===== src/design/lkvc_pkg.sv =====
`timescale 1ns / 1ps
`default_nettype none
// ----------------------------------------------------------------------------
// lkvc_pkg
// Shared types and codes for the least-recently-used key-value cache.
// ----------------------------------------------------------------------------
package lkvc_pkg;

  localparam logic CMD_GET = 1'b0;
  localparam logic CMD_SET = 1'b1;

  localparam logic [31:0] MISS_VALUE = 32'hFFFF_FFFF;

  typedef struct packed {
    logic               command;
    logic signed [31:0] lookup_key;
    logic signed [31:0] write_value;
  } lkvc_in_t;

  typedef struct packed {
    logic               hit;
    logic signed [31:0] read_value;
  } lkvc_out_t;

  // Controller to datapath.
  typedef struct packed {
    logic capture;
    logic commit;
  } lkvc_cmd_t;

endpackage
`default_nettype wire


===== src/design/lru_key_value_cache.sv =====
`timescale 1ns / 1ps
`default_nettype none
// ----------------------------------------------------------------------------
// lru_key_value_cache
// Fully associative key-value cache with least-recently-used replacement.
// ----------------------------------------------------------------------------
// Each item is a get or a set. The key is compared against every entry in the
// cycle the item is accepted; the next cycle updates values and recency ranks
// and registers the result, which then waits for out_ready. No new item is
// accepted until that result is taken. A get miss returns all ones; a set
// returns the written value. Capacity 0 acts as 1, values above MAX_ENTRIES
// act as MAX_ENTRIES; lowering it keeps the entries already held, since each
// later insert replaces the least recent entry. The cache is empty after
// reset.
module lru_key_value_cache
  import lkvc_pkg::*;
#(
  parameter int MAX_ENTRIES = 16
) (
  input  wire logic       clk,
  input  wire logic       rst_n,
  input  wire logic       cfg_we,
  input  wire logic [4:0] cfg_wdata,
  input  wire logic       in_valid,
  output logic            in_ready,
  input  wire lkvc_in_t   in_data,
  output logic            out_valid,
  input  wire logic       out_ready,
  output lkvc_out_t       out_data
);

  logic [4:0] cap_r;
  lkvc_cmd_t  cmd;

  // Capacity register.
  always_ff @(posedge clk) begin
    if (!rst_n) cap_r <= 5'd16;
    else if (cfg_we) cap_r <= cfg_wdata;
  end

  lkvc_ctrl u_ctrl (
    .clk, .rst_n, .in_valid, .in_ready, .out_valid, .out_ready, .cmd_o(cmd)
  );

  lkvc_datapath #(.MAX_ENTRIES(MAX_ENTRIES)) u_dp (
    .clk, .rst_n, .cap_i(cap_r), .cmd_i(cmd), .item_i(in_data), .result_o(out_data)
  );

endmodule
`default_nettype wire


===== src/design/lkvc_datapath.sv =====
`timescale 1ns / 1ps
`default_nettype none
// ----------------------------------------------------------------------------
// lkvc_datapath
// Entry registers, parallel key match, recency ranks and the update logic.
// ----------------------------------------------------------------------------
module lkvc_datapath
  import lkvc_pkg::*;
#(
  parameter int MAX_ENTRIES = 16
) (
  input  wire logic      clk,
  input  wire logic      rst_n,
  input  wire logic [4:0] cap_i,
  input  wire lkvc_cmd_t cmd_i,
  input  wire lkvc_in_t  item_i,
  output lkvc_out_t      result_o
);

  localparam int IW = (MAX_ENTRIES > 1) ? $clog2(MAX_ENTRIES) : 1;
  localparam int CW = $clog2(MAX_ENTRIES + 1);

  logic [31:0]   key_r [MAX_ENTRIES];
  logic [31:0]   val_r [MAX_ENTRIES];
  logic [IW-1:0] rank_r [MAX_ENTRIES];
  logic [MAX_ENTRIES-1:0] valid_r;
  logic [CW-1:0] count_r;
  lkvc_in_t      item_r;
  // Match results registered in the first cycle.
  logic [MAX_ENTRIES-1:0] match_r;

  logic [MAX_ENTRIES-1:0] match_nxt;
  logic          hit;
  logic [IW-1:0] hit_idx, lru_idx, free_idx, slot;
  logic [CW-1:0] eff_cap;
  logic          full;

  always_comb begin
    for (int i = 0; i < MAX_ENTRIES; i++) begin
      match_nxt[i] = valid_r[i] && (key_r[i] == item_i.lookup_key);
    end
  end

  always_comb begin
    hit = |match_r;
    hit_idx = '0;
    lru_idx = '0;
    free_idx = '0;
    for (int i = MAX_ENTRIES - 1; i >= 0; i--) begin
      if (match_r[i]) hit_idx = IW'(i);
      if (!valid_r[i]) free_idx = IW'(i);
      // The least recent entry holds rank count-1.
      if (valid_r[i] && ((CW+1)'(rank_r[i]) == (CW+1)'(count_r) - (CW+1)'(1)))
        lru_idx = IW'(i);
    end
    if (cap_i == 5'd0) eff_cap = CW'(1);
    else if (32'(cap_i) > MAX_ENTRIES) eff_cap = CW'(MAX_ENTRIES);
    else eff_cap = CW'(cap_i);
    full = (count_r >= eff_cap) && (count_r != '0);
    slot = hit ? hit_idx : (full ? lru_idx : free_idx);
  end

  logic          do_upd;
  logic [IW-1:0] old_rank;
  logic          age_all;
  always_comb begin
    do_upd = (item_r.command == CMD_SET) || hit;
    age_all = !hit && !full;
    old_rank = rank_r[slot];
  end

  always_ff @(posedge clk) begin
    if (!rst_n) begin
      valid_r <= '0;
      count_r <= '0;
    end else if (cmd_i.commit && do_upd) begin
      for (int i = 0; i < MAX_ENTRIES; i++) begin
        if (IW'(i) == slot) rank_r[i] <= '0;
        else if (valid_r[i] && (age_all || rank_r[i] < old_rank))
          rank_r[i] <= rank_r[i] + IW'(1);
      end
      if (item_r.command == CMD_SET) begin
        key_r[slot] <= item_r.lookup_key;
        val_r[slot] <= item_r.write_value;
      end
      if (age_all) begin
        valid_r[slot] <= 1'b1;
        count_r <= count_r + CW'(1);
      end
    end
  end

  always_ff @(posedge clk) begin
    if (cmd_i.capture) begin
      item_r <= item_i;
      match_r <= match_nxt;
    end
    if (cmd_i.commit) begin
      result_o.hit <= hit;
      if (item_r.command == CMD_SET) result_o.read_value <= item_r.write_value;
      else result_o.read_value <= hit ? val_r[hit_idx] : MISS_VALUE;
    end
  end

endmodule
`default_nettype wire


===== src/design/lkvc_ctrl.sv =====
`timescale 1ns / 1ps
`default_nettype none
// ----------------------------------------------------------------------------
// lkvc_ctrl
// Sequencer: capture and match, then update and present the result.
// ----------------------------------------------------------------------------
module lkvc_ctrl
  import lkvc_pkg::*;
(
  input  wire logic clk,
  input  wire logic rst_n,
  input  wire logic in_valid,
  output logic      in_ready,
  output logic      out_valid,
  input  wire logic out_ready,
  output lkvc_cmd_t cmd_o
);

  typedef enum logic [1:0] {S_IDLE, S_UPD, S_OUT} state_t;
  state_t state_r, state_nxt;
  logic   out_valid_nxt;

  always_comb begin
    state_nxt = state_r;
    out_valid_nxt = out_valid;
    in_ready = 1'b0;
    cmd_o = '0;
    case (state_r)
      S_IDLE: begin
        in_ready = 1'b1;
        if (in_valid) begin
          cmd_o.capture = 1'b1;
          state_nxt = S_UPD;
        end
      end
      S_UPD: begin
        cmd_o.commit = 1'b1;
        out_valid_nxt = 1'b1;
        state_nxt = S_OUT;
      end
      S_OUT: begin
        if (out_ready) begin
          out_valid_nxt = 1'b0;
          state_nxt = S_IDLE;
        end
      end
      default: state_nxt = S_IDLE;
    endcase
  end

  always_ff @(posedge clk) begin
    if (!rst_n) begin
      state_r <= S_IDLE;
      out_valid <= 1'b0;
    end else begin
      state_r <= state_nxt;
      out_valid <= out_valid_nxt;
    end
  end

  assert property (@(posedge clk) disable iff (!rst_n) cmd_o.commit |=> out_valid)
    else $error("commit without result");
  assert property (@(posedge clk) disable iff (!rst_n) !(in_ready && out_valid))
    else $error("accept while result pending");
  assert property (@(posedge clk) disable iff (!rst_n) cmd_o.capture |=> cmd_o.commit)
    else $error("capture not followed by commit");

endmodule
`default_nettype wire

===== config.mk =====
export PLATFORM = sky130hd
export DESIGN_NAME = lru_key_value_cache
export DESIGN_NICKNAME = d
export VERILOG_FILES = /design/src/design/lkvc_pkg.sv /design/src/design/lru_key_value_cache.sv /design/src/design/lkvc_datapath.sv /design/src/design/lkvc_ctrl.sv
export SDC_FILE = /design/constraint.sdc
export NUM_CORES = 2
export LEC_CHECK = 0
export ABC_AREA = 1
export BUFFER_PORTS_ARGS = -buffer_cell sky130_fd_sc_hd__buf_4
export CAP_MARGIN = 5
export CORE_MARGIN = 1
export CORE_UTILIZATION = 50
export DETAILED_ROUTE_END_ITERATION = 7
export PLACE_DENSITY = 0.77
export SYNTH_ARGS = -nofsm -noshare
export SYNTH_HDL_FRONTEND = slang
export SYNTH_SLANG_ARGS = --single-unit

===== constraint.sdc =====
create_clock -name clk -period 19.9 [get_ports clk]
set_input_delay 0.995 -clock clk [delete_from_list [all_inputs] [get_ports clk]]
set_output_delay 0.995 -clock clk [all_outputs]
set_load 0.05 [all_outputs]

# == Word level (Yosys, flattened, before mapping) ==
# Memories as Yosys holds them, arrays and structs flattened.
# Index checks and enable logic that the tools add are counted.
# word_totals
ff_bits,143
latch_bits,0
ramBits,1088
romBits,0
output_inout_bits,35
memories,3
# memory_table
name,depth,word_bits,read_ports,rd_ports_with_merged_regs,write_ports,line,rtl
u_dp.key_r,16,32,16,0,1,lkvc_datapath.sv:23,logic [31:0] key_r [MAX_ENTRIES];
u_dp.val_r,16,32,1,0,1,lkvc_datapath.sv:24,logic [31:0] val_r [MAX_ENTRIES];
u_dp.rank_r,16,4,17,0,16,lkvc_datapath.sv:25,logic [IW-1:0] rank_r [MAX_ENTRIES];
# classes
addsub,18
n_mul,0
n_div,0
order_cmp,20
n_eq_ne,51
shifts,0
muxes,229
bitwise,17
reduce_logical,80
# op_table
operator,count
32-bit == test,16
4-bit 2-to-1 mux,66
1-bit 2-to-1 mux,154
4-bit by 6-bit == test with 1-bit output,16
4-bit by 1-bit adder with 4-bit output (second input constant),16
4-bit < comparator,16
32-bit 2-to-1 mux,2
1-bit logical AND,52
4-bit == test (first input constant),8
1-bit logical OR,17
3-bit by 4-bit == test with 1-bit output (first input constant),4
1-bit bitwise OR,16
16-bit bitwise OR,1
16-bit OR reduction,1
5-bit 2-to-1 mux,2
2-bit by 4-bit == test with 1-bit output (first input constant),2
2-bit case mux with 3 select lines,1
2-bit AND reduction,3
5-bit by 1-bit subtractor with 6-bit output (second input constant),1
5-bit by 1-bit adder with 5-bit output (second input constant),1
5-bit >= comparator,1
5-bit greater-than comparator (second input constant),1
5-bit logical NOT,1
4-bit by 5-bit < comparator with 1-bit output (second input constant),1
other kinds (13),16

# == Depth between registers and ports, before layout ==
# An unclocked memory read counts as a cell.
# logic_depth
depth_word,31
ltp_mapped,44

# == Modules after synthesis ==
# A second synthesis with hierarchy kept.
# unflattened
cells_unflattened,4191
hier_area_um2,53182.3
# modules_own_cells
module,instances,cells_each,area_per_inst_um2,seq_area_each_um2
lkvc_datapath,1,4140,52830.7,36515.0
lru_key_value_cache,1,30,212.7,100.1
lkvc_ctrl,1,21,138.9,60.1

# == Least setup slack after synthesis ==
# Ideal clock, no wire load.
# synth_timing
path_type,input port to flip-flop
start,in in_valid
end,"reg u_dp.item_r[0] in the netlist's numbering, enable pin"
setup_ns,0.620
arrival_time_ns,6.512
required_time_ns,19.280
setup_slack_ns,12.768
path_stages,2
cell_sequence,inv_1 -> nor3_1
# synth_rtl
item,line,rtl
"start, declared",lru_key_value_cache.sv:24,"input wire logic in_valid,"
"end signal, assigned",lkvc_datapath.sv:95,item_r <= item_i;
"end, declared",lkvc_datapath.sv:28,lkvc_in_t item_r;

==> results.json <==
{
  "outcome": "finished with violations",
  "failed_checks": "design-rule violations, max-capacitance violations, max-slew violations",
  "grt_pass1_vias": 34300,
  "pre_cts_slack_ps": 12500,
  "io_pins": 110,
  "remaining_drcs": 16,
  "cpMaxStageDelayCell": "sky130_fd_sc_hd__ha_1",
  "clock-sinks": 1231,
  "globalRoute.busiestLayer": "met2",
  "h_tree_levels": 3,
  "finalNetCount": 4413,
  "count_of_maximum_capacitance_violations": 1,
  "start_util": 0.505,
  "cts_made_buffers": 118,
  "grtUsageMet3": 0.0660,
  "cts_tree": "yes",
  "synth_area_mm2": 0.0532,
  "gr-usage-all-layers": 0.279,
  "layout-area-overhead-vs-synth_pct": 11.5,
  "critPathCaptureType": "flop",
  "cts_post_setup_buffers_inserted": 0,
  "crit_path_max_incr_delay_ps": 1040,
  "grt_start_max_net_pins": 189,
  "timing.setup.critical_path_class": "reg -> reg",
  "core_area_mm2": 0.105,
  "postRouteAntennaNets": 0,
  "mappedNetlistNets": 4339,
  "post_cts_resized": 0,
  "die_width_um": 328,
  "synth_cell_types": 58,
  "cp_max_fo": 30,
  "grt_first_pass_wirelength_um": 221000,
  "yosysSeqAreaShare": 0.689,
  "clk_pin_slew_worst_paths_ps": 60,
  "finalHoldViolCount": 0,
  "use_met1": 0.378,
  "drt_iter0_drc": 5301,
  "firstDrtPassIters": 8,
  "placementRows": 119,
  "gp_congestion": 0.959,
  "postPlaceCellArea_mm2": 0.0555,
  "worst_clock_skew_ps": 65.0,
  "routed_wl_um": 153000,
  "fp.dieH_um": 328,
  "routed_via_density": 6.28,
  "hpwl_um": 87600,
  "cellLeakagePower_nw": 20.3,
  "port-buffer-count": 109,
  "max_slew.worst_pin.slew_ps": 1540,
  "dr_total_vias": 36200,
  "report.final.slew_viol_count": 17,
  "synth-main-ff-cell": "sky130_fd_sc_hd__edfxtp_1",
  "setup_viol_count_final": 0,
  "wire_per_inst_um": 26.5,
  "final_layout_size_suffix_gt1_frac": 0.120,
  "ctsLongestPathBuffers": 3,
  "globalRoute.totalOverflow": 0,
  "ys_seq_elements": 1231,
  "start_kind": "flop",
  "setup_slack_ps": 12330,
  "ctsHoldBuffers": 0,
  "final_min_period_over_clock_period": 0.380,
  "final.setup.tns_ps": 0,
  "critPathMostFrequentCell": "sky130_fd_sc_hd__nand2_1",
  "finalWorstPathRequiredPeriod_ps": 7570,
  "rsz0062_at_grt": "false",
  "power.ir.vdd_worst_uv": 68.6,
  "synth.yosys.warnings": 0,
  "antenna_found_initial": 3,
  "asyncSetResetFlopFracSynth": 0,
  "design.die.area_mm2": 0.108,
  "post-synth-top-area-fraction": 0.678,
  "clockRootBuffer": "sky130_fd_sc_hd__clkbuf_16",
  "synth_enable_flop_cells": 1202,
  "clock.fmax_mhz": 132,
  "nFillCells": 8300,
  "worstPathRequired_ps": 20260,
  "finalInstanceArea_mm2": 0.0593,
  "yosysTopAreaCell": "sky130_fd_sc_hd__edfxtp_1",
  "postSynthAreaPerCell_um2": 12.7,
  "power_density_mw_per_mm2": 92.8,
  "cp_arrival_ps": 7930,
  "netlist_instances": 4193,
  "min_path_type": "in -> reg",
  "timing.slew.headroom": -0.0290,
  "globalRouteMet2Util": 0.429,
  "synth_area_leaders": "sky130_fd_sc_hd__edfxtp_1 68%, sky130_fd_sc_hd__nand2_1 3.7%, sky130_fd_sc_hd__o21ai_0 3.1%",
  "clk_latency_ps": 730
}
## per-stage QoR
step	instances	hold slack (ps)	util	power, mW
final	5756	445	0.562	5.50
after floorplan	4193	443	-	3.18
after global placement	5538	477	0.526	3.32
after detailed placement	5538	490	0.526	3.33
after CTS	5755	417	0.562	5.50
after global routing	5755	431	0.562	5.63
## critical path, delay by kind of cell, from the launching register on
| kind | cells | cell delay, ps |
|---|---|---|
| flip-flops | 1 | 930 |
| adder cells (fa/ha/maj) | 2 | 1760 |
| AND/OR/NAND/NOR | 29 | 3140 |
| buffers and inverters | 6 | 1030 |
| AO/OA/AOI/OAI | 2 | 360 |
## layout make-up
class                      count  area (µm²)  share of cell area
multi-input combinational   2502       14900               0.251
tap                         1391        1740              0.0294
antenna                        1        2.50           0.0000422
clock buffer                 149        3160              0.0533
sequential                  1231       36700               0.619
clock inverter                68         638              0.0108
timing repair buffer         162        1230              0.0207
inverter                     252         958              0.0162
## layer usage
layer,part of all wire,vias up
met5,0.000085,-
met4,0.047,2
met3,0.14,492
met2,0.45,2524
met1,0.37,17500
li1,-,15700
## where the power goes
group | leakage, nW | internal, mW | total [mW] | switching [mW]
combinational | 7.27 | 0.106 | 0.353 | 0.248
clock | 1.85 | 1.24 | 2.21 | 0.971
sequential | 11.2 | 2.88 | 2.94 | 0.0637
total | 20.3 | 4.22 | 5.50 | 1.28
## synthesized netlist by cell type, types with 29 or more instances
master,count
sky130_fd_sc_hd__a21oi_1,63
sky130_fd_sc_hd__a221oi_1,52
sky130_fd_sc_hd__a22o_1,41
sky130_fd_sc_hd__clkbuf_1,176
sky130_fd_sc_hd__dfxtp_1,29
sky130_fd_sc_hd__edfxtp_1,1202
sky130_fd_sc_hd__ha_1,71
sky130_fd_sc_hd__inv_1,235
sky130_fd_sc_hd__mux2i_1,64
sky130_fd_sc_hd__nand2_1,519
sky130_fd_sc_hd__nand3_1,112
sky130_fd_sc_hd__nor2_1,411
sky130_fd_sc_hd__nor2_2,41
sky130_fd_sc_hd__nor4_1,60
sky130_fd_sc_hd__o211ai_1,82
sky130_fd_sc_hd__o21ai_0,327
sky130_fd_sc_hd__o221ai_1,66
sky130_fd_sc_hd__o22ai_1,114
sky130_fd_sc_hd__o32ai_1,64
sky130_fd_sc_hd__or2_2,69
sky130_fd_sc_hd__xnor2_1,87
sky130_fd_sc_hd__xor2_1,94
## cell usage in the layout, fill, tap and decap left out, types with 66 or more instances in the layout
cell type                   count
sky130_fd_sc_hd__edfxtp_1    1202
sky130_fd_sc_hd__nand2_1      517
sky130_fd_sc_hd__or2_2         69
sky130_fd_sc_hd__o221ai_1      66
sky130_fd_sc_hd__nor2_1       392
sky130_fd_sc_hd__o22ai_1      114
sky130_fd_sc_hd__nand3_1      112
sky130_fd_sc_hd__xor2_1        94
sky130_fd_sc_hd__ha_1          71
sky130_fd_sc_hd__xnor2_1       87
sky130_fd_sc_hd__buf_4        161
sky130_fd_sc_hd__inv_1        231
sky130_fd_sc_hd__o211ai_1      82
sky130_fd_sc_hd__o21ai_0      327
sky130_fd_sc_hd__clkbuf_16    120
## flip-flops by register name, indices dropped and copies added, names as in the netlist
signal and cells:
u_dp.count_r 5, u_dp.result_o 33, u_dp.item_r 65, cap_r 5, u_dp.val_r 512, u_dp.key_r 512
u_dp.match_r 16, u_dp.valid_r 16, u_dp.rank_r 64, u_ctrl.out_valid 1, u_ctrl.state_r 2
## kinds of logic (layout without fill, tap and decap cells)
group           Yosys count  count (layout)  synth area share
xor+xnor                181             181            0.0298
compound gates          867             867             0.108
mux                      64              64            0.0120
buf+inv                 460             631            0.0337
simple gates           1319            1319             0.111
other cells               0               1                 0
flops                  1231            1231             0.689
fa+ha+maj                71              71            0.0167
## worst paths after layout
kind | start | end | slack, ps | cells after the start
hold / removal | in_data[27] | u_dp.item_r[27] | 450 | 1
setup / recovery | u_dp.count_r[0] | u_dp.rank_r[2][2] | 12330 | 39
setup reg to reg | u_dp.count_r[0] | u_dp.rank_r[2][2] | 12330 | 39
hold reg to reg | u_ctrl.out_valid | u_ctrl.out_valid | 490 | 2
No activity file was read; power rests on OpenSTA's default activity.
